--- src/sv/mp5r_pkg.sv ---
`default_nettype none
package mp5r_pkg;

  // sample format and register widths
  localparam int SAMPLE_WIDTH = 32;
  localparam int GAIN_W       = 4;
  localparam int THR_W        = 16;
  localparam int PROD_W       = 2 * THR_W;
  localparam int CFG_DATA_W   = 16;
  localparam int CFG_IDX_W    = 2;

  typedef enum logic [CFG_IDX_W-1:0] {
    CFG_LIMITER_GAIN     = 2'd0,
    CFG_ACCEPT_THRESHOLD = 2'd1
  } cfg_idx_e;

  // working width for most intermediates of the limiter
  localparam int WIDE_W = SAMPLE_WIDTH + 8;

  typedef logic signed [SAMPLE_WIDTH-1:0] sample_t;
  typedef logic signed [WIDE_W-1:0]       wide_t;

  localparam wide_t WIDE_ZERO = '0;
  localparam wide_t COEF_M1   = 13;
  localparam wide_t COEF_C    = 47;
  localparam wide_t COEF_P1   = 27;
  localparam wide_t COEF_P2   = 3;
  localparam wide_t SAT_MAX   = {{(WIDE_W-SAMPLE_WIDTH+1){1'b0}}, {(SAMPLE_WIDTH-1){1'b1}}};
  localparam wide_t SAT_MIN   = {{(WIDE_W-SAMPLE_WIDTH+1){1'b1}}, {(SAMPLE_WIDTH-1){1'b0}}};

  // rounded divide by 60: add 30, drop two bits, then divide by 15
  // split into hi/lo halves: m/15 = hi*Q15 + (hi*R15 + lo)/15
  localparam int DIV_W    = SAMPLE_WIDTH + 6;
  localparam int ROUND60  = 30;
  localparam int M4_W     = DIV_W - 2;
  localparam int LO_W     = M4_W / 2;
  localparam int HI_W     = M4_W - LO_W;
  localparam int X15_W    = HI_W + 4;
  localparam int S15      = X15_W + 4;
  localparam int K15_W    = S15 - 3;
  localparam int Q15_W    = LO_W - 3;
  localparam int P15H_W   = HI_W + Q15_W;
  localparam int P15X_W   = X15_W + K15_W;
  localparam logic [Q15_W-1:0] Q15 = Q15_W'((64'd1 << LO_W) / 64'd15);
  localparam logic [3:0]       R15 = 4'((64'd1 << LO_W) % 64'd15);
  localparam logic [K15_W-1:0] K15 = K15_W'(((64'd1 << S15) + 64'd14) / 64'd15);

  // rounded divide by 3, same split scheme
  localparam int DIV3_W   = SAMPLE_WIDTH + 4;
  localparam int L3       = DIV3_W / 2;
  localparam int HI3_W    = DIV3_W - L3;
  localparam int X3_W     = HI3_W + 2;
  localparam int S3       = X3_W + 1;
  localparam int K3_W     = S3 - 1;
  localparam int Q3_W     = L3 - 1;
  localparam int P3H_W    = HI3_W + Q3_W;
  localparam int P3X_W    = X3_W + K3_W;
  localparam logic [Q3_W-1:0] Q3 = Q3_W'((64'd1 << L3) / 64'd3);
  localparam logic [1:0]      R3 = 2'((64'd1 << L3) % 64'd3);
  localparam logic [K3_W-1:0] K3 = K3_W'(((64'd1 << S3) + 64'd2) / 64'd3);

  typedef struct packed {
    sample_t sample_m2;
    sample_t sample_m1;
    sample_t sample_c;
    sample_t sample_p1;
    sample_t sample_p2;
  } in_t;

  typedef struct packed {
    sample_t interface_value;
    logic    limiter_applied;
  } out_t;

  typedef struct packed {
    wide_t lin_sum;
    wide_t d2m;
    wide_t d2;
    wide_t d2p;
    wide_t fmp;
    wide_t ful;
    wide_t fav;
    wide_t h3;
    wide_t c;
    wide_t ap1;
  } s1_t;

  typedef struct packed {
    logic              neg60;
    logic [P15H_W-1:0] p60_hi;
    logic [P15X_W-1:0] p60_x;
    wide_t             dmp;
    wide_t             dmm;
    wide_t             fmp;
    wide_t             ful;
    wide_t             fav;
    wide_t             h3;
    wide_t             c;
    wide_t             ap1;
  } s2_t;

  typedef struct packed {
    wide_t            f;
    logic             neg3;
    logic [P3H_W-1:0] p3_hi;
    logic [P3X_W-1:0] p3_x;
    wide_t            fmd;
    wide_t            fmp;
    wide_t            ful;
    wide_t            h3;
    wide_t            c;
    wide_t            ap1;
  } s3_t;

  typedef struct packed {
    wide_t            f;
    wide_t            flc;
    wide_t            fmd;
    wide_t            ful;
    wide_t            c;
    wide_t            ap1;
    logic [THR_W-1:0] ua;
    logic [THR_W-1:0] ub;
    logic             trivial;
    logic             small_ab;
  } s4_t;

  typedef struct packed {
    wide_t f;
    wide_t fmin;
    wide_t fmax;
    logic  accept;
  } s5_t;

  function automatic wide_t wext(input sample_t s);
    return wide_t'(s);
  endfunction

  function automatic wide_t half(input wide_t x);
    return x >>> 1;
  endfunction

  function automatic wide_t wmin(input wide_t a, input wide_t b);
    return (a < b) ? a : b;
  endfunction

  function automatic wide_t wmax(input wide_t a, input wide_t b);
    return (a > b) ? a : b;
  endfunction

  function automatic wide_t minmod(input wide_t a, input wide_t b);
    wide_t r;
    if (a > WIDE_ZERO && b > WIDE_ZERO) begin
      r = wmin(a, b);
    end else if (a < WIDE_ZERO && b < WIDE_ZERO) begin
      r = wmax(a, b);
    end else begin
      r = WIDE_ZERO;
    end
    return r;
  endfunction

endpackage
`default_nettype wire

--- src/sv/mp5r_divide.sv ---
`default_nettype none
module mp5r_divide import mp5r_pkg::*; (
  input  logic clk_i,
  input  logic rst_ni,
  input  logic valid_i,
  output logic stall_o,
  input  s2_t  data_i,
  output logic valid_o,
  input  logic stall_i,
  output s4_t  data_o
);

  logic v3_q, v4_q, en3, en4;
  s3_t  s3_d, s3_q;
  s4_t  s4_d, s4_q;

  wide_t q60, n3, mag3, q3, a, b, ua, ub;
  logic [DIV3_W-1:0] m3;
  logic [HI3_W-1:0]  hi3;
  logic [L3-1:0]     lo3;
  logic [X3_W-1:0]   x3;

  assign en4     = !v4_q || !stall_i;
  assign en3     = !v3_q || en4;
  assign stall_o = !en3;

  // stage 3: finish divide by 60, start rounded 4*dmm/3
  always_comb begin
    q60  = wide_t'(data_i.p60_hi) + wide_t'(data_i.p60_x[P15X_W-1:S15]);
    n3   = data_i.dmm <<< 2;
    mag3 = n3[WIDE_W-1] ? -n3 : n3;
    m3   = mag3[DIV3_W-1:0] + DIV3_W'(1);
    hi3  = m3[DIV3_W-1:L3];
    lo3  = m3[L3-1:0];
    x3   = X3_W'(hi3) * X3_W'(R3) + X3_W'(lo3);
    s3_d.f     = data_i.neg60 ? -q60 : q60;
    s3_d.neg3  = n3[WIDE_W-1];
    s3_d.p3_hi = P3H_W'(hi3) * P3H_W'(Q3);
    s3_d.p3_x  = P3X_W'(x3) * P3X_W'(K3);
    s3_d.fmd   = data_i.fav - half(data_i.dmp);
    s3_d.fmp   = data_i.fmp;
    s3_d.ful   = data_i.ful;
    s3_d.h3    = data_i.h3;
    s3_d.c     = data_i.c;
    s3_d.ap1   = data_i.ap1;
  end

  // stage 4: large-curvature value, acceptance factors
  always_comb begin
    q3 = wide_t'(s3_q.p3_hi) + wide_t'(s3_q.p3_x[P3X_W-1:S3]);
    a  = s3_q.f - s3_q.c;
    b  = s3_q.f - s3_q.fmp;
    ua = a[WIDE_W-1] ? -a : a;
    ub = b[WIDE_W-1] ? -b : b;
    s4_d.f        = s3_q.f;
    s4_d.flc      = s3_q.h3 + (s3_q.neg3 ? -q3 : q3);
    s4_d.fmd      = s3_q.fmd;
    s4_d.ful      = s3_q.ful;
    s4_d.c        = s3_q.c;
    s4_d.ap1      = s3_q.ap1;
    s4_d.ua       = ua[THR_W-1:0];
    s4_d.ub       = ub[THR_W-1:0];
    // zero factor or opposite signs always accept
    s4_d.trivial  = (a == WIDE_ZERO) || (b == WIDE_ZERO) || (a[WIDE_W-1] != b[WIDE_W-1]);
    s4_d.small_ab = (ua[WIDE_W-1:THR_W] == '0) && (ub[WIDE_W-1:THR_W] == '0);
  end

  always_ff @(posedge clk_i or negedge rst_ni) begin
    if (!rst_ni) begin
      v3_q <= 1'b0;
      v4_q <= 1'b0;
    end else begin
      if (en3) v3_q <= valid_i;
      if (en4) v4_q <= v3_q;
    end
  end

  always_ff @(posedge clk_i) begin
    if (en3 && valid_i) s3_q <= s3_d;
    if (en4 && v3_q) s4_q <= s4_d;
  end

  assign valid_o = v4_q;
  assign data_o  = s4_q;

endmodule
`default_nettype wire

--- config.mk ---
export PLATFORM = sky130hd
export DESIGN_NAME = mp5r_divide
export DESIGN_NICKNAME = d
export VERILOG_FILES = /design/src/sv/mp5r_pkg.sv /design/src/sv/mp5r_divide.sv
export SDC_FILE = /design/constraint.sdc
export NUM_CORES = 2
export LEC_CHECK = 0
export BUFFER_PORTS_ARGS = -buffer_cell sky130_fd_sc_hd__buf_4
export CORE_UTILIZATION = 25
export CTS_BUF_LIST = sky130_fd_sc_hd__clkbuf_8
export CTS_CLUSTER_SIZE = 20
export DETAILED_ROUTE_END_ITERATION = 7
export PLACE_DENSITY_LB_ADDON = 0.05
export SLEW_MARGIN = 20
export SYNTH_ARGS = -nofsm -noshare
export SYNTH_HDL_FRONTEND = slang
export SYNTH_SLANG_ARGS = --single-unit
--- constraint.sdc ---
create_clock -name clk_i -period 21 [get_ports clk_i]
set_input_delay 1.05 -clock clk_i [delete_from_list [all_inputs] [get_ports clk_i]]
set_output_delay 1.05 -clock clk_i [all_outputs]
set_load 0.01 [all_outputs]
==> Word level (Yosys, flattened, before mapping) <==
Index checks and enable logic that the tools add are counted.
{ "totals": {"register_bits": 632, "latch_bits": 0, "mem_bits_rw": 0, "mem_bits_ro": 0, "output_inout_bits": 276, "wordCells": 58, "mem_count": 0} }
{ "op_classes": {"addsub": 13, "mul": 2, "n_div": 0, "order_cmp": 0, "n_eq_ne": 1, "shift": 0, "muxes": 5, "bitwise": 0, "reduce_logical": 15} }
{ "op_table": {"columns": ["operator", "count"], "rows": [
  ["2-to-1 mux 40 bit", 4],
  ["zero test 40 bit", 2],
  ["negator 40 bit", 2],
  ["subtractor 40 bit", 2],
  ["zero test 24 bit", 2],
  ["adder 40 bit", 1],
  ["negator 34 -> 40 bit", 1],
  ["negator 36 -> 40 bit", 1],
  ["subtractor 40 x 39 -> 40 bit", 1],
  ["multiplier 19 x 20 -> 39 bit (second input constant)", 1],
  ["adder 35 x 19 -> 36 bit", 1],
  ["adder 36 x 2 -> 36 bit (second input constant)", 1],
  ["2-to-1 mux 36 bit", 1],
  ["negator 36 bit", 1],
  ["multiplier 18 x 17 -> 35 bit (second input constant)", 1],
  ["adder 33 x 19 -> 34 bit", 1],
  ["adder 18 x 18 -> 19 bit", 1],
  ["zero test 1 bit", 4],
  ["logical OR 1 bit", 4],
  ["logical AND 1 bit", 3],
  ["!= test 1 bit", 1]
]} }

==> Logic depth before layout (Yosys ltp) <==
{ "depth": {"depth_word": 5, "depth_mapped": 45, "ltp_nobuf": 45} }

==> Worst setup path after synthesis <==
Ideal clock, no wire load.
{ "synth_timing": {"kind": "in2reg", "from": "input stall_i", "to": "register s4_q (netlist bit data_o[0]) (enable)", "setup_ns": 1.330, "arrival_ns": 20.696, "required_time_ns": 19.670, "setup_slack_ns": -1.027, "stages": 1, "path_buffers": 0, "path_cell_list": "a21boi_0"} }
{ "synth_between": {"elab_chain_len": 3} }
{ "synth_lines": {"columns": ["element", "line_no", "text"], "rows": [
  ["start: declaration", "mp5r_divide.sv:9", "input logic stall_i,"],
  ["zero test 1 bit", "mp5r_divide.sv:23", "assign en4 = !v4_q || !stall_i;"],
  ["logical OR 1 bit", "mp5r_divide.sv:23", null],
  ["logical AND 1 bit", "mp5r_divide.sv:80", "if (en4 && v3_q) s4_q <= s4_d;"],
  ["end signal: assignment", "mp5r_divide.sv:80", null],
  ["end: declaration", "mp5r_divide.sv:15", "s4_t s4_d, s4_q;"]
]} }
Every way passes these cells.
A chain may end at the register's enable or synchronous reset.

==> impl_metrics.ini <==
[logic_synthesis]
synth-edff-count = 608
yosys-top-cells-area = edfxtp_1 40%, ha_1 14%, fa_1 9.0%, xnor2_1 5.4%, inv_1 4.6%
synthCells = 4180
yosysTopAreaCellShare_pct = 40.4
synth.yosys.seq_area_share_pct = 40.5
netlist-cell-type-count = 97
yosys.area.top_type = edfxtp_1
ys.warnings.count = 0
syn_area_um2 = 45200
synth_ff_type = edfxtp_1
synth_common_cells = 608 x edfxtp_1, 553 x inv_1, 490 x ha_1
yosysMostFrequentCell = edfxtp_1
synth.ff_latch_count = 610
syn_area_per_cell_um2 = 10.8
syn-num-nets = 5276
synthArstFlopShare_pct = 0.328

[clocking]
cts_tree = built
path_clk_slew_ns = 0.06
cts.sinks = 610
cts_made_buffers = 116
cts_setup_buffers = 0
insertion_delay_ns = 0.87
cts-root-buf = clkbuf_8
htree_levels = 3
cts.path.max_buffers = 3

[global_route]
grt_overflow = 0
grt_use_total_pct = 16.1
grt_pass1_vias = 34100
grt_max_degree = 139
antenna_found_initial = 23
grt_pass1_wl_um = 220000

[critical_path]
crit_path_end_kind = flop
critical_path_class = in -> reg
critPathTopFamily = compound AO/OA/AOI/OAI gates
crit_required_ns = 21.58
cpMaxStageDelayCell = or4b_2
worst-endpoint-arrival_ns = 12.48
slowest_delay_ns = 0.69
crit_buf_inv = 6
critPathMaxFanout = 5
cp-start-kind = input pin

[worst_hold_path]
hold_class = in -> reg

[detailed_routing]
wirelength_um = 150000
drt_iter0_markers = 1393
wl_per_cell_um = 20.4
avgViaCountPerCell = 4.50
vias = 33100
drtPass1Iterations = 5
ant_nets = 0
drc = 0

[cells_and_area]
area_growth_pct = 22.1
finalNetCount = 5995
layout-drive-gt1-share_pct = 17.7

[timing]
timing.setup.tns_ns = 0
min_period_over_period_pct = 56.7
hold_viol = 0
skew_ns = 0.0696
tightest_slew_ns = 1.05
slew_headroom_pct = 29.6
max_freq_mhz = 84.0
min_period_ns = 11.90
finalSetupViolCount = 0
slew_violations = 0
rsz0062_at_grt = no
fin_ws_ns = 9.10

[floorplanning]
die_w_um = 427
die_y_um = 427
core_um2 = 179000
ioPinCount = 679
rows = 155
initial_core_util_pct = 25.3
die-area_um2 = 183000

[placement]
port-buffer-count = 646
pre_cts_ws_ns = 8.16
gp_congestion = 0.830
hpwl_um = 125000

[status]
status = finished, final reports clean

[flow_run]
drv_cap = 0
==> per-layer routing <==
metal / part of all wire, % / vias up / GRT usage, %
met5: 0 / - / 0
met3: 3.4 / 174 / 2.32
met4: 2.3 / 0 / 4.13
li1: - / 16400 / -
met2: 55 / 571 / 31.4
met1: 40 / 15900 / 18.0
==> cell type report <==
cell class	instances	area, µm²
Inverter	553	2080
Clock buffer	121	1670
Clock inverter	86	548
Antenna cell	8	20.0
Multi-Input combinational cell	2946	24600
Tap cell	2355	2950
Fill cell	18800	124000
Timing Repair Buffer	672	5060
Sequential cell	610	18300
==> sequential cells by signal, indices dropped and copies added, names as in the netlist <==
register / flops
data_o: 274
valid_o: 1
v3_q: 1
s3_q: 334
==> path summary, 6_finish.rpt <==
path / from / end / slack, ns / depth (start not counted)
worst min-delay path: data_i[17] / s3_q[17]$_DFFE_PP_ / 0.35 / 1
min in group asynchronous: rst_ni / v3_q$_DFFE_PN0N_ / 0.52 / 2
worst max register to register: s3_q[280]$_DFFE_PP_ / data_o[232]$_DFFE_PP_ / 13.13 / 27
max in group asynchronous: rst_ni / valid_o$_DFFE_PN0P_ / 20.39 / 2
worst min register to register: s3_q[4]$_DFFE_PP_ / data_o[38]$_DFFE_PP_ / 0.41 / 0
worst max-delay path: data_i[241] / s3_q[278]$_DFFE_PP_ / 9.10 / 44
==> repair_timing <==
| item | in CTS | in global routing |
|---|---|---|
| resized for setup | 0 | 0 |
| endpoints found under the hold margin | 2 | 0 |
| hold buffers | 1 | 0 |
==> cells by family after synthesis <==
| family | count (synthesis) | share of synthesized area [%] |
|---|---|---|
| AO/OA/AOI/OAI | 901 | 13.1 |
| XOR/XNOR | 399 | 7.73 |
| adder cells (fa/ha/maj) | 694 | 22.6 |
| buffers and inverters | 624 | 5.23 |
| flip-flops | 610 | 40.5 |
| multiplexers | 18 | 0.410 |
| AND/OR/NAND/NOR | 934 | 10.5 |
==> per-stage QoR <==
stage               hold WS (ns)  std cells  util [%]  area (µm²)
finish                     0.351       7351      30.8       55200
global route               0.267       7348      30.8       55200
CTS                        0.228       7343      30.8       55200
detailed placement         0.405       7135      29.6       53000
global placement           0.400       7135      29.6       53000
floorplan                  0.400       4180         -       45200
==> layout by cell type, fill, tap and decap left out, types with 37 or more instances in the layout <==
| master | n |
|---|---|
| nand3_1 | 73 |
| nor3_1 | 87 |
| a21o_1 | 105 |
| nand2_1 | 207 |
| a21oi_1 | 234 |
| edfxtp_1 | 608 |
| and3_1 | 37 |
| xor2_1 | 118 |
| o21a_1 | 58 |
| nor2_1 | 247 |
| fa_1 | 203 |
| xnor2_1 | 276 |
| clkbuf_8 | 121 |
| a31oi_1 | 40 |
| nand2b_1 | 46 |
| buf_4 | 670 |
| inv_1 | 587 |
| o21ai_0 | 183 |
| ha_1 | 490 |
Power is left out: the tool's default activity adds up to more than one toggle a clock period on the data nets, which glitch-free logic cannot reach.
