**config.mk**
```make
export PLATFORM = sky130hd
export DESIGN_NAME = mp5r_limit
export DESIGN_NICKNAME = d
export VERILOG_FILES = /design/src/sv/mp5r_pkg.sv /design/src/sv/mp5r_limit.sv
export SDC_FILE = /design/constraint.sdc
export NUM_CORES = 2
export LEC_CHECK = 0
export ABC_AREA = 1
export BUFFER_PORTS_ARGS = -buffer_cell sky130_fd_sc_hd__buf_2
export CORE_MARGIN = 5
export CORE_UTILIZATION = 64
export DETAILED_ROUTE_END_ITERATION = 10
export MAX_ROUTING_LAYER = met4
export PLACE_DENSITY_LB_ADDON = 0.2
export SYNTH_ARGS = -nofsm -noshare
export SYNTH_HDL_FRONTEND = slang
export SYNTH_SLANG_ARGS = --single-unit
```
**constraint.sdc**
```tcl
create_clock -name clk_i -period 8.7 [get_ports clk_i]
set_clock_uncertainty 0.05 [all_clocks]
set_input_delay 0 -clock clk_i [delete_from_list [all_inputs] [get_ports clk_i]]
set_output_delay 0 -clock clk_i [all_outputs]
set_load 0.03 [all_outputs]
```
**src/sv/mp5r_pkg.sv**
```systemverilog
`default_nettype none
package mp5r_pkg;

  // sample format and register widths
  localparam int SAMPLE_WIDTH = 32;
  localparam int GAIN_W       = 4;
  localparam int THR_W        = 16;
  localparam int PROD_W       = 2 * THR_W;
  localparam int CFG_DATA_W   = 16;
  localparam int CFG_IDX_W    = 2;

  typedef enum logic [CFG_IDX_W-1:0] {
    CFG_LIMITER_GAIN     = 2'd0,
    CFG_ACCEPT_THRESHOLD = 2'd1
  } cfg_idx_e;

  // working width for most intermediates of the limiter
  localparam int WIDE_W = SAMPLE_WIDTH + 8;

  typedef logic signed [SAMPLE_WIDTH-1:0] sample_t;
  typedef logic signed [WIDE_W-1:0]       wide_t;

  localparam wide_t WIDE_ZERO = '0;
  localparam wide_t COEF_M1   = 13;
  localparam wide_t COEF_C    = 47;
  localparam wide_t COEF_P1   = 27;
  localparam wide_t COEF_P2   = 3;
  localparam wide_t SAT_MAX   = {{(WIDE_W-SAMPLE_WIDTH+1){1'b0}}, {(SAMPLE_WIDTH-1){1'b1}}};
  localparam wide_t SAT_MIN   = {{(WIDE_W-SAMPLE_WIDTH+1){1'b1}}, {(SAMPLE_WIDTH-1){1'b0}}};

  // rounded divide by 60: add 30, drop two bits, then divide by 15
  // split into hi/lo halves: m/15 = hi*Q15 + (hi*R15 + lo)/15
  localparam int DIV_W    = SAMPLE_WIDTH + 6;
  localparam int ROUND60  = 30;
  localparam int M4_W     = DIV_W - 2;
  localparam int LO_W     = M4_W / 2;
  localparam int HI_W     = M4_W - LO_W;
  localparam int X15_W    = HI_W + 4;
  localparam int S15      = X15_W + 4;
  localparam int K15_W    = S15 - 3;
  localparam int Q15_W    = LO_W - 3;
  localparam int P15H_W   = HI_W + Q15_W;
  localparam int P15X_W   = X15_W + K15_W;
  localparam logic [Q15_W-1:0] Q15 = Q15_W'((64'd1 << LO_W) / 64'd15);
  localparam logic [3:0]       R15 = 4'((64'd1 << LO_W) % 64'd15);
  localparam logic [K15_W-1:0] K15 = K15_W'(((64'd1 << S15) + 64'd14) / 64'd15);

  // rounded divide by 3, same split scheme
  localparam int DIV3_W   = SAMPLE_WIDTH + 4;
  localparam int L3       = DIV3_W / 2;
  localparam int HI3_W    = DIV3_W - L3;
  localparam int X3_W     = HI3_W + 2;
  localparam int S3       = X3_W + 1;
  localparam int K3_W     = S3 - 1;
  localparam int Q3_W     = L3 - 1;
  localparam int P3H_W    = HI3_W + Q3_W;
  localparam int P3X_W    = X3_W + K3_W;
  localparam logic [Q3_W-1:0] Q3 = Q3_W'((64'd1 << L3) / 64'd3);
  localparam logic [1:0]      R3 = 2'((64'd1 << L3) % 64'd3);
  localparam logic [K3_W-1:0] K3 = K3_W'(((64'd1 << S3) + 64'd2) / 64'd3);

  typedef struct packed {
    sample_t sample_m2;
    sample_t sample_m1;
    sample_t sample_c;
    sample_t sample_p1;
    sample_t sample_p2;
  } in_t;

  typedef struct packed {
    sample_t interface_value;
    logic    limiter_applied;
  } out_t;

  typedef struct packed {
    wide_t lin_sum;
    wide_t d2m;
    wide_t d2;
    wide_t d2p;
    wide_t fmp;
    wide_t ful;
    wide_t fav;
    wide_t h3;
    wide_t c;
    wide_t ap1;
  } s1_t;

  typedef struct packed {
    logic              neg60;
    logic [P15H_W-1:0] p60_hi;
    logic [P15X_W-1:0] p60_x;
    wide_t             dmp;
    wide_t             dmm;
    wide_t             fmp;
    wide_t             ful;
    wide_t             fav;
    wide_t             h3;
    wide_t             c;
    wide_t             ap1;
  } s2_t;

  typedef struct packed {
    wide_t            f;
    logic             neg3;
    logic [P3H_W-1:0] p3_hi;
    logic [P3X_W-1:0] p3_x;
    wide_t            fmd;
    wide_t            fmp;
    wide_t            ful;
    wide_t            h3;
    wide_t            c;
    wide_t            ap1;
  } s3_t;

  typedef struct packed {
    wide_t            f;
    wide_t            flc;
    wide_t            fmd;
    wide_t            ful;
    wide_t            c;
    wide_t            ap1;
    logic [THR_W-1:0] ua;
    logic [THR_W-1:0] ub;
    logic             trivial;
    logic             small_ab;
  } s4_t;

  typedef struct packed {
    wide_t f;
    wide_t fmin;
    wide_t fmax;
    logic  accept;
  } s5_t;

  function automatic wide_t wext(input sample_t s);
    return wide_t'(s);
  endfunction

  function automatic wide_t half(input wide_t x);
    return x >>> 1;
  endfunction

  function automatic wide_t wmin(input wide_t a, input wide_t b);
    return (a < b) ? a : b;
  endfunction

  function automatic wide_t wmax(input wide_t a, input wide_t b);
    return (a > b) ? a : b;
  endfunction

  function automatic wide_t minmod(input wide_t a, input wide_t b);
    wide_t r;
    if (a > WIDE_ZERO && b > WIDE_ZERO) begin
      r = wmin(a, b);
    end else if (a < WIDE_ZERO && b < WIDE_ZERO) begin
      r = wmax(a, b);
    end else begin
      r = WIDE_ZERO;
    end
    return r;
  endfunction

endpackage
`default_nettype wire

```
**src/sv/mp5r_limit.sv**
```systemverilog
`default_nettype none
module mp5r_limit import mp5r_pkg::*; (
  input  logic             clk_i,
  input  logic             rst_ni,
  input  logic             valid_i,
  output logic             stall_o,
  input  s4_t              data_i,
  input  logic [THR_W-1:0] thr_i,
  output logic             valid_o,
  input  logic             stall_i,
  output out_t             data_o
);

  logic v5_q, v6_q, en5, en6;
  s5_t  s5_d, s5_q;
  out_t out_d, out_q;

  logic [PROD_W-1:0] prod;
  wide_t lim, res;

  assign en6     = !v6_q || !stall_i;
  assign en5     = !v5_q || en6;
  assign stall_o = !en5;

  // stage 5: acceptance product, bounds fmin and fmax
  always_comb begin
    prod = PROD_W'(data_i.ua) * PROD_W'(data_i.ub);
    s5_d.f      = data_i.f;
    s5_d.accept = data_i.trivial || (data_i.small_ab && (prod <= PROD_W'(thr_i)));
    s5_d.fmin   = wmax(wmin(wmin(data_i.c, data_i.ap1), data_i.fmd),
                       wmin(wmin(data_i.c, data_i.ful), data_i.flc));
    s5_d.fmax   = wmin(wmax(wmax(data_i.c, data_i.ap1), data_i.fmd),
                       wmax(wmax(data_i.c, data_i.ful), data_i.flc));
  end

  // stage 6: median clamp and saturation
  always_comb begin
    lim = s5_q.f + minmod(s5_q.fmin - s5_q.f, s5_q.fmax - s5_q.f);
    res = s5_q.accept ? s5_q.f : lim;
    if (res > SAT_MAX) begin
      res = SAT_MAX;
    end else if (res < SAT_MIN) begin
      res = SAT_MIN;
    end
    out_d.interface_value = res[SAMPLE_WIDTH-1:0];
    out_d.limiter_applied = !s5_q.accept;
  end

  always_ff @(posedge clk_i or negedge rst_ni) begin
    if (!rst_ni) begin
      v5_q <= 1'b0;
      v6_q <= 1'b0;
    end else begin
      if (en5) v5_q <= valid_i;
      if (en6) v6_q <= v5_q;
    end
  end

  always_ff @(posedge clk_i) begin
    if (en5 && valid_i) s5_q <= s5_d;
    if (en6 && v5_q) out_q <= out_d;
  end

  assign valid_o = v6_q;
  assign data_o  = out_q;

endmodule
`default_nettype wire

```
==> Word level (Yosys, flattened, before mapping) <==
Index checks and enable logic that the tools add are counted.
{ "classes": {"n_addsub": 3, "mul": 1, "n_lt_le_gt_ge": 19, "muxes": 16, "n_reduce_logical": 13} }
{ "ops": {"columns": ["cell", "count"], "rows": [
  ["2-to-1 mux 40 bit", 15],
  ["greater-than comparator 40 bit", 6],
  ["< comparator 40 bit", 6],
  ["greater-than comparator 40 x 1 -> 1 bit (second input constant)", 2],
  ["< comparator 40 x 1 -> 1 bit (second input constant)", 2],
  ["subtractor 40 bit", 2],
  ["adder 40 bit", 1],
  ["greater-than comparator 40 x 32 -> 1 bit (second input constant)", 1],
  ["< comparator 40 x 32 -> 1 bit (second input constant)", 1],
  ["<= comparator 32 x 16 -> 1 bit", 1],
  ["multiplier 16 x 16 -> 32 bit", 1],
  ["2-to-1 mux 32 bit", 1],
  ["logical AND 1 bit", 5],
  ["logical NOT 1 bit", 5],
  ["logical OR 1 bit", 3]
]} }
{ "totals": {"reg_bits": 156, "inputBits": 294, "out_inout_bits": 35, "word_cells": 60} }

==> Logic depth before layout (Yosys ltp) <==
{ "depth": {"word_depth": 9, "ltp_mapped": 57, "depth_no_buf": 55} }

==> Worst setup path before layout <==
No wires, ideal clock.
{ "synth_timing": {"path_type": "register to register", "startpoint": "register s5_q[81] (netlist name)", "endpoint": "register out_q (netlist bit data_o[10]), data pin", "setup_ns": 0.256, "t_arrival_ns": 6.099, "required_ns": 8.394, "setup_slack_ns": 2.295, "stages_incl_launch_ff": 51, "path_buffers": 3, "period_less_slack_ns": 6.405, "cell_sequence": "edfxtp_1 -> ha_1 -> fa_1 -> inv_1 -> nand3_1 -> nand3_1 -> nand2_1 -> nand2b_1 -> nand2_1 -> nand2_1 -> xor2_1 -> inv_1 -> ha_1 -> inv_1 -> nor4_1 -> nand2_1 -> nand3_1 -> nand2_1 -> (+15 left out) -> inv_1 -> o21ai_0 -> a31oi_1 -> inv_1 -> a21oi_1 -> o21ai_0 -> nand4_1 -> nand2_1 -> or2_2 -> nand3_1 -> o21ai_0 -> inv_1 -> nand2_1 -> nor2_1 -> nand4_1 -> nand3_1 -> buf_2 -> nand2_1"} }
{ "synth_via": {"elab_chain_len": 9, "word_cells_on_any_way": 19, "cone_classes": "add/sub (3); order compare (8); mux (6); reduce/logical (2)"} }
{ "synth_lines": {"columns": ["item", "line_no", "source"], "rows": [
  ["start: declaration", "mp5r_limit.sv:15", "s5_t s5_d, s5_q;"],
  ["start signal: assignment", "mp5r_limit.sv:60", "if (en5 && valid_i) s5_q <= s5_d;"],
  ["subtractor 40 bit", "mp5r_limit.sv:38", "lim = s5_q.f + minmod(s5_q.fmin - s5_q.f, s5_q.fmax - s5_q.f);"],
  ["greater-than comparator 40 bit or < comparator 40 x 1 -> 1 bit (tied branches)", "mp5r_pkg.sv:148, mp5r_pkg.sv:155", null],
  ["2-to-1 mux 40 bit or logical AND 1 bit (tied branches)", "mp5r_pkg.sv:148, mp5r_pkg.sv:155", null],
  ["2-to-1 mux 40 bit", "mp5r_pkg.sv:155", "end else if (a < WIDE_ZERO && b < WIDE_ZERO) begin"],
  ["2-to-1 mux 40 bit", "mp5r_pkg.sv:153", "if (a > WIDE_ZERO && b > WIDE_ZERO) begin"],
  ["adder 40 bit", "mp5r_limit.sv:38", null],
  ["2-to-1 mux 40 bit (*)", "mp5r_limit.sv:39", "res = s5_q.accept ? s5_q.f : lim;"],
  ["< comparator 40 x 32 -> 1 bit", "mp5r_limit.sv:42", "end else if (res < SAT_MIN) begin"],
  ["2-to-1 mux 32 bit", "mp5r_limit.sv:42", null],
  ["end signal: assignment", "mp5r_limit.sv:61", "if (en6 && v5_q) out_q <= out_d;"],
  ["end: declaration", "mp5r_limit.sv:16", "out_t out_d, out_q;"]
]} }
Mark *: on every way between the ends. The rest lies on a longest branch, timed or not.
A chain may end at the register's enable or synchronous reset.

==> Worst setup path after layout <==
{ "layout_timing": {"startpoint": "register s5_q[41] (netlist name)", "endpoint": "register out_q (netlist bit data_o[11]), data pin"} }
{ "layout_via": {"elab_chain_len": 9, "word_cells_on_any_way": 16, "cone_classes": "add/sub (2); order compare (6); mux (6); reduce/logical (2)"} }
{ "layout_lines": {"columns": ["item", "line_no"], "rows": [
  ["subtractor 40 bit (*)", "mp5r_limit.sv:38"],
  ["greater-than comparator 40 bit or < comparator 40 x 1 -> 1 bit (tied branches)", "mp5r_pkg.sv:148, mp5r_pkg.sv:155"],
  ["2-to-1 mux 40 bit or logical AND 1 bit (tied branches)", "mp5r_pkg.sv:148, mp5r_pkg.sv:155"],
  ["2-to-1 mux 40 bit", "mp5r_pkg.sv:155"],
  ["2-to-1 mux 40 bit (*)", "mp5r_pkg.sv:153"],
  ["adder 40 bit (*)", "mp5r_limit.sv:38"],
  ["2-to-1 mux 40 bit (*)", "mp5r_limit.sv:39"],
  ["< comparator 40 x 32 -> 1 bit", "mp5r_limit.sv:42"],
  ["2-to-1 mux 32 bit", "mp5r_limit.sv:42"]
]} }
Marked as above.

==> flow_summary.ini <==
[outcome]
status = complete, but fails checks
violations = design-rule violations

[clock_tree]
htreeDepth = 4
cts_buffers = 17
tritoncts = yes
cts_sinks = 156
cts_buffer_depth = 2
post_cts_buffers = 0
cts_root_buf = clkbuf_16
clk_latency_ps = 490
clkTransAtPathRegs_ps = 80

[finish]
area_delta_synth_final_pct = 8.80
final_cell_mix = nand2_1, inv_1, ha_1, nand3_1, o21ai_0
stdcell_area_um2 = 42600
final_common_cell = nand2_1
drive_above_1_share_pct = 8.03
layout.nets = 7527

[logic_synthesis]
synth_area_um2 = 39100
ys_warn_count = 0
syn_nets = 7264
synth.distinct_cells = 54
synth-compound-area-share_pct = 12.6
synth_seq_cells = 156
async_reset_ff_share_pct = 1.28
synth-main-ff-cell = edfxtp_1
synth_top_cell_by_area = ha_1
synthSimpleGateAreaFrac_pct = 31.3
synth_xor_area_share_pct = 1.74
synth_edf_count = 154
syn_inst = 6178
synthMuxAreaShare_pct = 0
netlist.area_leader.share_pct = 19.0
syn_avg_cell_area_um2 = 6.34
synth_top_family_by_area = simple AND/OR/NAND/NOR gates
synthAdderAreaFrac_pct = 29.1
synth_area_leaders = ha_1, nand2_1, edfxtp_1
yosysSeqAreaShare_pct = 11.9

[worst_hold_path]
hp-start = data_i[187]
whs_endpoint = s5_q[74]
holdCritPathClass = primary input to flip-flop
timing.hold.worst_path_depth = 5

[timing]
min_period_ps = 8260
holdWs_ps = 30.4
tns_ps = 0
report.final.slew_viol_count = 0
rsz0062_at_grt = false
worstMarginPinSlew_ps = 1030
clock.fmax_mhz = 121
hold_viol_final = 0
slew_headroom_pct = 31.2
setup_ws_ps = 438
period_share_pct = 95.0
setup_viol = 0

[floorplan]
core-area_um2 = 60500
start_util_pct = 64.7
die_area_um2 = 66200
num_io_pins = 329
die_w_um = 257
std_cell_rows = 90
chipHeight_um = 257

[worst_setup_path]
slowest_delay_ps = 480
r2r-end = data_o[11]
cp_slowest_cell = edfxtp_1
crit_type = flip-flop to flip-flop
regToRegStartpoint = s5_q[41]
arrival_ps = 8560
cp.required_ps = 9000
end_kind = flip-flop
worst-path-max-fanout = 84
reg2reg_depth = 48
cp_common_cell = nand2_1
crit_path_start_kind = flip-flop
r2r_setup_slack_ps = 440

[routing]
routed_wl_um = 144000
first_iter_violations = 5495
vias = 43500
antenna_left = 0
routedWlPerCell_um = 19.9
vias_per_cell = 6.00
drtPass1Iterations = 10
drc = 1

[placement]
placed_area_um2 = 41400
port_buffers = 328
preCtsSetupSlack_ps = 187
gp_congestion = 1.12
hpwl_um = 122000

[flow_run]
cap_violations = 0

[grt]
antenna_found_initial = 4
grt_pass1_wl_um = 220000
grt_pass1_vias = 41300
grt_use_total_pct = 42.6
grt_max_degree = 85
grt_remaining_overflow = 0
-- flip-flops by register name (all words and copies together) (netlist names) --
signal	cells
valid_o	1
s5_q	121
data_o	33
v5_q	1
-- layer usage --
metal / up-vias / track usage [%] / routed length, um
met5: - / - / 0
met4: 0 / 22.9 / 9490
met3: 548 / 6.22 / 15200
met2: 2746 / 67.5 / 64200
met1: 19800 / 53.0 / 54800
li1: 20400 / - / -
-- cell families (layout without fill, tap and decap cells) --
kind of cell	Yosys count	in the layout
XOR/XNOR	77	77
adder cells (fa/ha/maj)	792	792
other	0	4
AND/OR/NAND/NOR	2919	2919
AO/OA/AOI/OAI	897	897
flip-flops	156	156
buffers and inverters	1337	1613
-- area by class of cell --
class | instances | area, um^2
Multi-Input combinational cell | 4685 | 29300
Tap cell | 782 | 978
Inverter | 1135 | 4260
Sequential cell | 156 | 4670
Timing Repair Buffer | 446 | 2760
Antenna cell | 4 | 10.0
Fill cell | 5120 | 17900
Clock buffer | 17 | 425
Clock inverter | 15 | 166
-- worst max-delay path: cells and delay by family (launching register included) --
kind	cells	cell delay, ps
AO/OA/AOI/OAI	5	830
buffers and inverters	4	670
flip-flops	1	480
AND/OR/NAND/NOR	35	4660
adder cells (fa/ha/maj)	4	1340
-- worst max-delay path by stage --
stage / from / endpoint / slack (ps) / depth (start not counted)
final: s5_q[41] / data_o[11] / 440 / 48
after global routing: s5_q[41] / data_o[20] / 40 / 48
after CTS: s5_q[81] / data_o[11] / 120 / 45
after detailed placement: s5_q[81] / data_o[11] / 190 / 45
after global placement: s5_q[81] / data_o[14] / 130 / 45
after floorplan: s5_q[81] / data_o[10] / 2290 / 50
-- synthesized netlist by cell type, drive strengths merged (3+ instances only) --
cell / count
a31o: 3
a221oi: 3
nor2: 356
o2111ai: 7
or2: 10
and3: 3
clkbuf: 136
fa: 197
edfxtp: 154
o211ai: 39
and2: 46
a21boi: 7
ha: 595
a211oi: 19
nor3: 47
nor4: 12
nand3: 464
a21oi: 332
xor2: 48
o21ai: 396
nand3b: 12
o21bai: 24
nand4: 86
nand2: 1879
inv: 1135
a31oi: 18
a21o: 18
o21a: 15
xnor2: 29
o221ai: 9
buf: 66
-- stage by stage --
stage | instances | util [%]
6_report | 7240 | 70.4
5_1_grt | 7240 | 70.4
4_1_cts | 7236 | 70.3
3_5_place_dp | 7151 | 68.5
3_3_place_gp | 7151 | 68.5
2_1_floorplan | 6178 | -
-- timing repair --
item	4_1_cts	5_1_grt
hold buffers	53	0
endpoints found under the hold margin	51	0
gates resized for setup	0	7
endpoints found under the setup margin	0	31
Power is left out: the tool's default activity adds up to more than one toggle a clock period on the data nets, which glitch-free logic cannot reach.
