**src/sv/mp5r_pkg.sv**
```systemverilog
`default_nettype none
package mp5r_pkg;

  // sample format and register widths
  localparam int SAMPLE_WIDTH = 32;
  localparam int GAIN_W       = 4;
  localparam int THR_W        = 16;
  localparam int PROD_W       = 2 * THR_W;
  localparam int CFG_DATA_W   = 16;
  localparam int CFG_IDX_W    = 2;

  typedef enum logic [CFG_IDX_W-1:0] {
    CFG_LIMITER_GAIN     = 2'd0,
    CFG_ACCEPT_THRESHOLD = 2'd1
  } cfg_idx_e;

  // working width for most intermediates of the limiter
  localparam int WIDE_W = SAMPLE_WIDTH + 8;

  typedef logic signed [SAMPLE_WIDTH-1:0] sample_t;
  typedef logic signed [WIDE_W-1:0]       wide_t;

  localparam wide_t WIDE_ZERO = '0;
  localparam wide_t COEF_M1   = 13;
  localparam wide_t COEF_C    = 47;
  localparam wide_t COEF_P1   = 27;
  localparam wide_t COEF_P2   = 3;
  localparam wide_t SAT_MAX   = {{(WIDE_W-SAMPLE_WIDTH+1){1'b0}}, {(SAMPLE_WIDTH-1){1'b1}}};
  localparam wide_t SAT_MIN   = {{(WIDE_W-SAMPLE_WIDTH+1){1'b1}}, {(SAMPLE_WIDTH-1){1'b0}}};

  // rounded divide by 60: add 30, drop two bits, then divide by 15
  // split into hi/lo halves: m/15 = hi*Q15 + (hi*R15 + lo)/15
  localparam int DIV_W    = SAMPLE_WIDTH + 6;
  localparam int ROUND60  = 30;
  localparam int M4_W     = DIV_W - 2;
  localparam int LO_W     = M4_W / 2;
  localparam int HI_W     = M4_W - LO_W;
  localparam int X15_W    = HI_W + 4;
  localparam int S15      = X15_W + 4;
  localparam int K15_W    = S15 - 3;
  localparam int Q15_W    = LO_W - 3;
  localparam int P15H_W   = HI_W + Q15_W;
  localparam int P15X_W   = X15_W + K15_W;
  localparam logic [Q15_W-1:0] Q15 = Q15_W'((64'd1 << LO_W) / 64'd15);
  localparam logic [3:0]       R15 = 4'((64'd1 << LO_W) % 64'd15);
  localparam logic [K15_W-1:0] K15 = K15_W'(((64'd1 << S15) + 64'd14) / 64'd15);

  // rounded divide by 3, same split scheme
  localparam int DIV3_W   = SAMPLE_WIDTH + 4;
  localparam int L3       = DIV3_W / 2;
  localparam int HI3_W    = DIV3_W - L3;
  localparam int X3_W     = HI3_W + 2;
  localparam int S3       = X3_W + 1;
  localparam int K3_W     = S3 - 1;
  localparam int Q3_W     = L3 - 1;
  localparam int P3H_W    = HI3_W + Q3_W;
  localparam int P3X_W    = X3_W + K3_W;
  localparam logic [Q3_W-1:0] Q3 = Q3_W'((64'd1 << L3) / 64'd3);
  localparam logic [1:0]      R3 = 2'((64'd1 << L3) % 64'd3);
  localparam logic [K3_W-1:0] K3 = K3_W'(((64'd1 << S3) + 64'd2) / 64'd3);

  typedef struct packed {
    sample_t sample_m2;
    sample_t sample_m1;
    sample_t sample_c;
    sample_t sample_p1;
    sample_t sample_p2;
  } in_t;

  typedef struct packed {
    sample_t interface_value;
    logic    limiter_applied;
  } out_t;

  typedef struct packed {
    wide_t lin_sum;
    wide_t d2m;
    wide_t d2;
    wide_t d2p;
    wide_t fmp;
    wide_t ful;
    wide_t fav;
    wide_t h3;
    wide_t c;
    wide_t ap1;
  } s1_t;

  typedef struct packed {
    logic              neg60;
    logic [P15H_W-1:0] p60_hi;
    logic [P15X_W-1:0] p60_x;
    wide_t             dmp;
    wide_t             dmm;
    wide_t             fmp;
    wide_t             ful;
    wide_t             fav;
    wide_t             h3;
    wide_t             c;
    wide_t             ap1;
  } s2_t;

  typedef struct packed {
    wide_t            f;
    logic             neg3;
    logic [P3H_W-1:0] p3_hi;
    logic [P3X_W-1:0] p3_x;
    wide_t            fmd;
    wide_t            fmp;
    wide_t            ful;
    wide_t            h3;
    wide_t            c;
    wide_t            ap1;
  } s3_t;

  typedef struct packed {
    wide_t            f;
    wide_t            flc;
    wide_t            fmd;
    wide_t            ful;
    wide_t            c;
    wide_t            ap1;
    logic [THR_W-1:0] ua;
    logic [THR_W-1:0] ub;
    logic             trivial;
    logic             small_ab;
  } s4_t;

  typedef struct packed {
    wide_t f;
    wide_t fmin;
    wide_t fmax;
    logic  accept;
  } s5_t;

  function automatic wide_t wext(input sample_t s);
    return wide_t'(s);
  endfunction

  function automatic wide_t half(input wide_t x);
    return x >>> 1;
  endfunction

  function automatic wide_t wmin(input wide_t a, input wide_t b);
    return (a < b) ? a : b;
  endfunction

  function automatic wide_t wmax(input wide_t a, input wide_t b);
    return (a > b) ? a : b;
  endfunction

  function automatic wide_t minmod(input wide_t a, input wide_t b);
    wide_t r;
    if (a > WIDE_ZERO && b > WIDE_ZERO) begin
      r = wmin(a, b);
    end else if (a < WIDE_ZERO && b < WIDE_ZERO) begin
      r = wmax(a, b);
    end else begin
      r = WIDE_ZERO;
    end
    return r;
  endfunction

endpackage
`default_nettype wire

```
**src/sv/mp5r_stencil.sv**
```systemverilog
`default_nettype none
module mp5r_stencil import mp5r_pkg::*; (
  input  logic              clk_i,
  input  logic              rst_ni,
  input  logic              valid_i,
  output logic              stall_o,
  input  in_t               data_i,
  input  logic [GAIN_W-1:0] gain_i,
  output logic              valid_o,
  input  logic              stall_i,
  output s2_t               data_o
);

  logic v1_q, v2_q, en1, en2;
  s1_t  s1_d, s1_q;
  s2_t  s2_d, s2_q;

  wide_t am2, am1, c, ap1, ap2, alpha, up;
  wide_t mag;
  logic [DIV_W-1:0] m60;
  logic [M4_W-1:0]  m4;
  logic [HI_W-1:0]  hi;
  logic [LO_W-1:0]  lo;
  logic [X15_W-1:0] x15;
  wide_t t1p, t2p, t1m, t2m;

  assign en2     = !v2_q || !stall_i;
  assign en1     = !v1_q || en2;
  assign stall_o = !en1;

  // stage 1: linear sum, curvatures, bound and upper values
  always_comb begin
    am2   = wext(data_i.sample_m2);
    am1   = wext(data_i.sample_m1);
    c     = wext(data_i.sample_c);
    ap1   = wext(data_i.sample_p1);
    ap2   = wext(data_i.sample_p2);
    alpha = wide_t'(gain_i);
    up    = alpha * (c - am1);
    s1_d.lin_sum = (am2 <<< 1) - COEF_M1 * am1 + COEF_C * c + COEF_P1 * ap1 - COEF_P2 * ap2;
    s1_d.d2m     = am2 + c - (am1 <<< 1);
    s1_d.d2      = am1 + ap1 - (c <<< 1);
    s1_d.d2p     = c + ap2 - (ap1 <<< 1);
    s1_d.fmp     = c + minmod(ap1 - c, up);
    s1_d.ful     = c + up;
    s1_d.fav     = half(c + ap1);
    s1_d.h3      = half((c <<< 1) + c - am1);
    s1_d.c       = c;
    s1_d.ap1     = ap1;
  end

  // stage 2: divide-by-60 partial products, limited curvatures
  always_comb begin
    mag = s1_q.lin_sum[WIDE_W-1] ? -s1_q.lin_sum : s1_q.lin_sum;
    m60 = mag[DIV_W-1:0] + DIV_W'(ROUND60);
    m4  = m60[DIV_W-1:2];
    hi  = m4[M4_W-1:LO_W];
    lo  = m4[LO_W-1:0];
    x15 = X15_W'(hi) * X15_W'(R15) + X15_W'(lo);
    t1p = minmod((s1_q.d2 <<< 2) - s1_q.d2p, (s1_q.d2p <<< 2) - s1_q.d2);
    t2p = minmod(s1_q.d2, s1_q.d2p);
    t1m = minmod((s1_q.d2m <<< 2) - s1_q.d2, (s1_q.d2 <<< 2) - s1_q.d2m);
    t2m = minmod(s1_q.d2, s1_q.d2m);
    s2_d.neg60  = s1_q.lin_sum[WIDE_W-1];
    s2_d.p60_hi = P15H_W'(hi) * P15H_W'(Q15);
    s2_d.p60_x  = P15X_W'(x15) * P15X_W'(K15);
    s2_d.dmp    = minmod(t1p, t2p);
    s2_d.dmm    = minmod(t1m, t2m);
    s2_d.fmp    = s1_q.fmp;
    s2_d.ful    = s1_q.ful;
    s2_d.fav    = s1_q.fav;
    s2_d.h3     = s1_q.h3;
    s2_d.c      = s1_q.c;
    s2_d.ap1    = s1_q.ap1;
  end

  always_ff @(posedge clk_i or negedge rst_ni) begin
    if (!rst_ni) begin
      v1_q <= 1'b0;
      v2_q <= 1'b0;
    end else begin
      if (en1) v1_q <= valid_i;
      if (en2) v2_q <= v1_q;
    end
  end

  always_ff @(posedge clk_i) begin
    if (en1 && valid_i) s1_q <= s1_d;
    if (en2 && v1_q) s2_q <= s2_d;
  end

  assign valid_o = v2_q;
  assign data_o  = s2_q;

endmodule
`default_nettype wire

```
**config.mk**
```make
export PLATFORM = sky130hd
export DESIGN_NAME = mp5r_stencil
export DESIGN_NICKNAME = d
export VERILOG_FILES = /design/src/sv/mp5r_pkg.sv /design/src/sv/mp5r_stencil.sv
export SDC_FILE = /design/constraint.sdc
export NUM_CORES = 2
export LEC_CHECK = 0
export BUFFER_PORTS_ARGS = -buffer_cell sky130_fd_sc_hd__buf_2
export CAP_MARGIN = 10
export CORE_MARGIN = 2
export CORE_UTILIZATION = 55
export CTS_BUF_LIST = sky130_fd_sc_hd__clkbuf_16
export DETAILED_ROUTE_END_ITERATION = 7
export PLACE_DENSITY = 0.82
export SYNTH_ARGS = -nofsm -noshare
export SYNTH_HDL_FRONTEND = slang
export SYNTH_SLANG_ARGS = --single-unit
```
**constraint.sdc**
```tcl
create_clock -name clk_i -period 57.3 [get_ports clk_i]
set_input_delay 2.865 -clock clk_i [delete_from_list [all_inputs] [get_ports clk_i]]
set_output_delay 2.865 -clock clk_i [all_outputs]
set_load 0.01 [all_outputs]
```
---- After elaboration in Yosys (flattened, before gate mapping) ----
Index checks and enable logic that the tools add are counted.
storage, ports and cells
  register bits ........................... 739
  bits in latches ......................... 0
  memory bits (writable) .................. 0
  bits in read-only memories .............. 0
  input bits .............................. 168
  output and inout port bits .............. 401
  word-level logic and storage cells ...... 145
  memories kept ........................... 0
cells by class
  $add $sub $neg .......................... 24
  multiply operators ...................... 7
  div/mod/pow operators ................... 0
  order comparisons ....................... 40
  equal/unequal tests ..................... 0
  shift-type cells ........................ 0
  multiplexer cells ....................... 29
  bitwise operators ....................... 0
  reductions and logical operators ........ 22
operators by type and width
  kind                      number
  $mux W40                  28
  $gt A40 B1 Y1 const B     11
  $lt A40 B1 Y1 const B     11
  $gt A40 B40 Y1            6
  $lt A40 B40 Y1            6
  $sub A40 B40 Y40          4
  $add A32 B32 Y33          4
  $sub A33 B33 Y34          3
  $sub A32 B32 Y33          2
  $mul A21 B23 Y44 const B  1
  $add A32 B40 Y40          1
  $add A38 B39 Y40          1
  $add A40 B38 Y40          1
  $sub A40 B35 Y40          1
  $add A32 B38 Y39          1
  $mul A7 B32 Y39 const A   1
  $add A38 B6 Y38 const B   1
  $gt A33 B38 Y1            1
  $gt A38 B1 Y1 const B     1
  $lt A33 B38 Y1            1
  $lt A38 B1 Y1 const B     1
  $mul A5 B33 Y38           1
  $mul A6 B32 Y38 const A   1
  $mux W38                  1
  other kinds (13)          32

---- Longest topological paths before layout ----
  depth after elaboration ................. 9
  depth in mapped cells ................... 64
  gate-level depth less buffers ........... 62

---- Worst setup path before layout ----
Ideal clock, no wire load.
  path kind ............................... in2reg
  start point ............................. input port stall_i
  end point ............................... register s2_q, in the netlist data_o[0], enable pin
  library setup time ...................... 1654 ps
  arrival ................................. 29014 ps
  required time ........................... 55646 ps
  slack ................................... 26632 ps
  stages on the path ...................... 1
  path buffers ............................ 0
  cell sequence ........................... a21boi_0
on the way
  longest elaborated chain between the ends .. 3
ends and longest elaborated chain
  element               line                RTL
  from (decl)           mp5r_stencil.sv:10  input logic stall_i,
  $logic_not A1 Y1      mp5r_stencil.sv:27  assign en2 = !v2_q || !stall_i;
  $logic_or A1 B1 Y1    mp5r_stencil.sv:27
  $logic_and A1 B1 Y1   mp5r_stencil.sv:89  if (en2 && v1_q) s2_q <= s2_d;
  to (signal assigned)  mp5r_stencil.sv:89
  to (decl)             mp5r_stencil.sv:16  s2_t s2_d, s2_q;
Every way passes these cells.
A chain may end at the register's enable or synchronous reset.

==> summary.md <==
| Metric | Value |
|---|---|
| Final Critical Period | `18.01 ns` |
| Mapped Avg Cell Area | `between 9 and 10 sq um` |
| Horizontal die dimension | `409 um` |
| Max-cap violations | `0` |
| Leftover overflow at the end of global routing | `0` |
| Final worst-path cycle share | `0.314` |
| Num Clock Sinks | `717` |
| Cell area after synthesis | `0.0904 sq mm` |
| Number of synthesized flops with an enable pin | `approximately 720` |
| Top cells by area, synth | `sky130_fd_sc_hd__edfxtp_1 (24%), sky130_fd_sc_hd__ha_1 (18%), sky130_fd_sc_hd__fa_1 (16%)` |
| Yosys cell types | `~100` |
| Via count | `75045` |
| Combinational family with the most area after synthesis | `adder cells` |
| Most area-hungry cell type in the Yosys netlist | `sky130_fd_sc_hd__edfxtp_1` |
| Multi-input logic area | `approximately 0.061 sq mm` |
| Iteration-0 DRC count of the detailed router | `7414` |
| Post-CTS Hold Buffers | `0` |
| Post-DP HPWL | `~240000 um` |
| Number of synthesized register bits | `slightly above 700` |
| Post-route cell area | `~0.1 sq mm` |
| Gp weighted congestion | `about 1.0` |
| Worst Path Arrival | `between 15 and 20 ns` |
| Initial antenna violation count | `43` |
| Clock-pin transition on the worst setup and hold timing paths | `approximately 0.080 ns` |
| Number of nets in the layout | `12295` |
| Worst min-delay path class | `flip-flop to flip-flop` |
| Proportion of synthesized chip area in sequential cells | `0.238` |
| Critical Path Max Stage Delay | `0.70 ns` |
| Worst-margin pin slew | `approximately 1.4 ns` |
| Status | `complete, but fails checks` |
| Area fraction in compound gates after synthesis | `0.156` |
| CTS tree | `yes` |
| Worst slew margin relative to its limit | `0.0730` |
| Worst Setup Path Type | `input pin to flip-flop` |
| Number of input and output port buffers inserted | `565` |
| Critical path launch point type | `input pin` |
| Synth Warn # | `0` |
| Antenna-violating nets left | `0` |
| CP max stage cell | `sky130_fd_sc_hd__o41ai_1` |
| Routed vias/inst | `around 6.1` |
| Syn-to-layout area delta | `8.47%` |
| Sink of the worst hold path | `data_o[58]` |
| Origin of the worst min-delay path | `s1_q[58]` |
| Count of unresolved DRC violations after routing | `2` |
| Top-area cell type share of the netlist area | `0.237` |
| Start of the worst register-to-register path | `s1_q[361]` |
| Clock root buffer | `sky130_fd_sc_hd__clkbuf_16` |
| Highest attainable clock frequency | `between 50 and 60 MHz` |
| Worst Clk Skew | `roughly 0.045 ns` |
| Number of buffers inserted during clock tree synthesis | `76` |
| Cell count after synthesis | `9627` |
| Filler instances | `about 14000` |
| Insertion delay of the later-clocked pin in the worst-skew pair | `between 0.7 and 0.8 ns` |
| Fraction of synthesized cell area in xor and xnor cells | `0.0544` |
| Hold path depth | `0` |
| Fraction of layout cells with a size suffix above 1 | `0.0836` |
| Predominant post-synthesis flop cell | `sky130_fd_sc_hd__edfxtp_1` |
| Max Buffers Root-to-Sink | `3` |
| Die height | `slightly above 400 um` |
| Library cell appearing most often on the critical path | `sky130_fd_sc_hd__a21oi_1` |
| Initial core utilization | `0.555` |
| Fin. Hold Viols | `0` |
| Fraction of synthesized area in multiplexers | `0.0114` |
| Number of global-route vias before repair | `between 70000 and 80000` |
| Top-count cell post-synth | `sky130_fd_sc_hd__inv_1` |
| Wire length reported by the detailed router | `approximately 300000 um` |
| Die Outline Area | `0.168 sq mm` |
| Required time of the critical path | `around 58 ns` |
| End-of-flow core utilization | `0.602` |
| Post-synthesis share of cell area spent on and, or, nand and nor gates | `0.116` |
| Number of detailed-routing iterations run before antenna repair | `8` |
| Largest fanout on the critical path | `32` |
| Post-detailed-placement cell area | `between 0.09 and 0.1 sq mm` |
| Slack of the worst reg-to-reg path | `between 40 and 50 ns` |
| Global-route wire length before repair | `about 440000 um` |
| Max H-tree Level | `3` |
| Overall routing resource usage | `0.346` |
| Total negative setup slack | `0 ns` |
| Post-DR wirelength/cell | `approximately 24 um` |
| Post-synthesis adder-cell area fraction | `0.337` |
| Maximum number of pins on one net before global-route repair | `~150` |
| Share of synthesized flip-flops with an asynchronous set or reset | `0.00279` |
| Most used standard cells in the synthesized netlist | `sky130_fd_sc_hd__inv_1 (1797), sky130_fd_sc_hd__ha_1 (1302), sky130_fd_sc_hd__edfxtp_1 (715)` |
| Fin. max-slew vios | `0` |
| Setup crit end kind | `flip-flop` |
| Area of the placeable core | `around 0.16 sq mm` |
| I/O pin cnt | `approximately 570` |
| Register area | `0.0215 sq mm` |
| Resized cells post-CTS | `0` |
| Standard-cell rows | `between 100 and 150` |
| Destination of the worst register-to-register timing path | `data_o[361]` |
| Violated checks | `design-rule violations` |
| Setup Fix Bufs, Post-CTS | `0` |
| Final setup viols | `0` |
| Setup repair after global routing missed its margin | `no` |
| R2r worst-path depth | `56` |
-- critical path: cells and delay by family --
kind / cells / cell delay, ns
xor+xnor: 3 / 0.58
mux: 1 / 0.37
simple gates: 6 / 1.57
compound gates: 38 / 9.03
buf+inv: 7 / 1.26
fa+ha+maj: 7 / 2.67
-- layout make-up --
class	instances	area share
multi-input combinational	6889	0.624
sequential	717	0.219
inverter	1801	0.0690
timing repair buffer	630	0.0339
tap	2175	0.0278
clock buffer	76	0.0194
clock inverter	60	0.00626
antenna	16	0.000408
-- placed cells by master (no fill, tap or decap), types with 65 or more instances in the layout --
| master | count |
|---|---|
| sky130_fd_sc_hd__inv_1 | 1808 |
| sky130_fd_sc_hd__ha_1 | 1302 |
| sky130_fd_sc_hd__edfxtp_1 | 715 |
| sky130_fd_sc_hd__fa_1 | 710 |
| sky130_fd_sc_hd__buf_2 | 565 |
| sky130_fd_sc_hd__a21oi_1 | 538 |
| sky130_fd_sc_hd__nor2_1 | 493 |
| sky130_fd_sc_hd__nand2_1 | 453 |
| sky130_fd_sc_hd__xnor2_1 | 391 |
| sky130_fd_sc_hd__o21ai_0 | 386 |
| sky130_fd_sc_hd__a21o_1 | 251 |
| sky130_fd_sc_hd__nor3_1 | 174 |
| sky130_fd_sc_hd__xor2_1 | 171 |
| sky130_fd_sc_hd__nand3_1 | 153 |
| sky130_fd_sc_hd__and2_1 | 126 |
| sky130_fd_sc_hd__nand4_1 | 125 |
| sky130_fd_sc_hd__nor2b_1 | 96 |
| sky130_fd_sc_hd__mux2i_1 | 94 |
| sky130_fd_sc_hd__nand2b_1 | 89 |
| sky130_fd_sc_hd__o21a_1 | 86 |
| sky130_fd_sc_hd__clkbuf_16 | 76 |
| sky130_fd_sc_hd__o21bai_1 | 75 |
| sky130_fd_sc_hd__o211ai_1 | 72 |
| sky130_fd_sc_hd__o22ai_1 | 71 |
| sky130_fd_sc_hd__a211oi_1 | 70 |
| sky130_fd_sc_hd__nor4_1 | 65 |
-- kinds of logic after synthesis --
| logic type | Yosys count |
|---|---|
| simple gates | 2079 |
| compound gates | 2131 |
| buf+inv | 2023 |
| fa+ha+maj | 2012 |
| xor+xnor | 562 |
| flops | 717 |
| mux | 102 |
| other cells | 1 |
-- per-layer routing --
metal | up-vias | GRT usage | wire [um]
li1 | 34411 | - | -
met1 | 36531 | 0.466 | 121000
met2 | 3408 | 0.549 | 131000
met3 | 647 | 0.0646 | 27700
met4 | 48 | 0.145 | 13900
met5 | - | 0 | 476
-- flip-flops by register name, indices dropped and copies added, names as in the netlist --
signal	flops
data_o	365
s1_q	350
valid_o	1
v1_q	1
-- how the worst max path moves through the flow --
stage	cells past startpoint	startpoint	slack, ns	endpoint
3_3_place_gp	62	data_i[64]	39.23	s1_q[237]
6_report	62	data_i[64]	39.29	s1_q[237]
3_5_place_dp	62	data_i[64]	38.96	s1_q[237]
4_1_cts	62	data_i[64]	39.61	s1_q[237]
2_1_floorplan	1	stall_i	26.63	data_o[0]
5_1_grt	62	data_i[64]	38.53	s1_q[237]
-- stage by stage --
| stage | setup WS [ns] | instances | hold WS [ns] |
|---|---|---|---|
| 6_report | 39.29 | 12364 | 0.394 |
| 5_1_grt | 38.53 | 12355 | 0.411 |
| 4_1_cts | 39.61 | 12348 | 0.398 |
| 3_5_place_dp | 38.96 | 12212 | 0.405 |
| 3_3_place_gp | 39.23 | 12212 | 0.400 |
| 2_1_floorplan | 26.63 | 9629 | 0.400 |
Power is left out: the tool's default activity adds up to more than one toggle a clock period on the data nets, which glitch-free logic cannot reach.
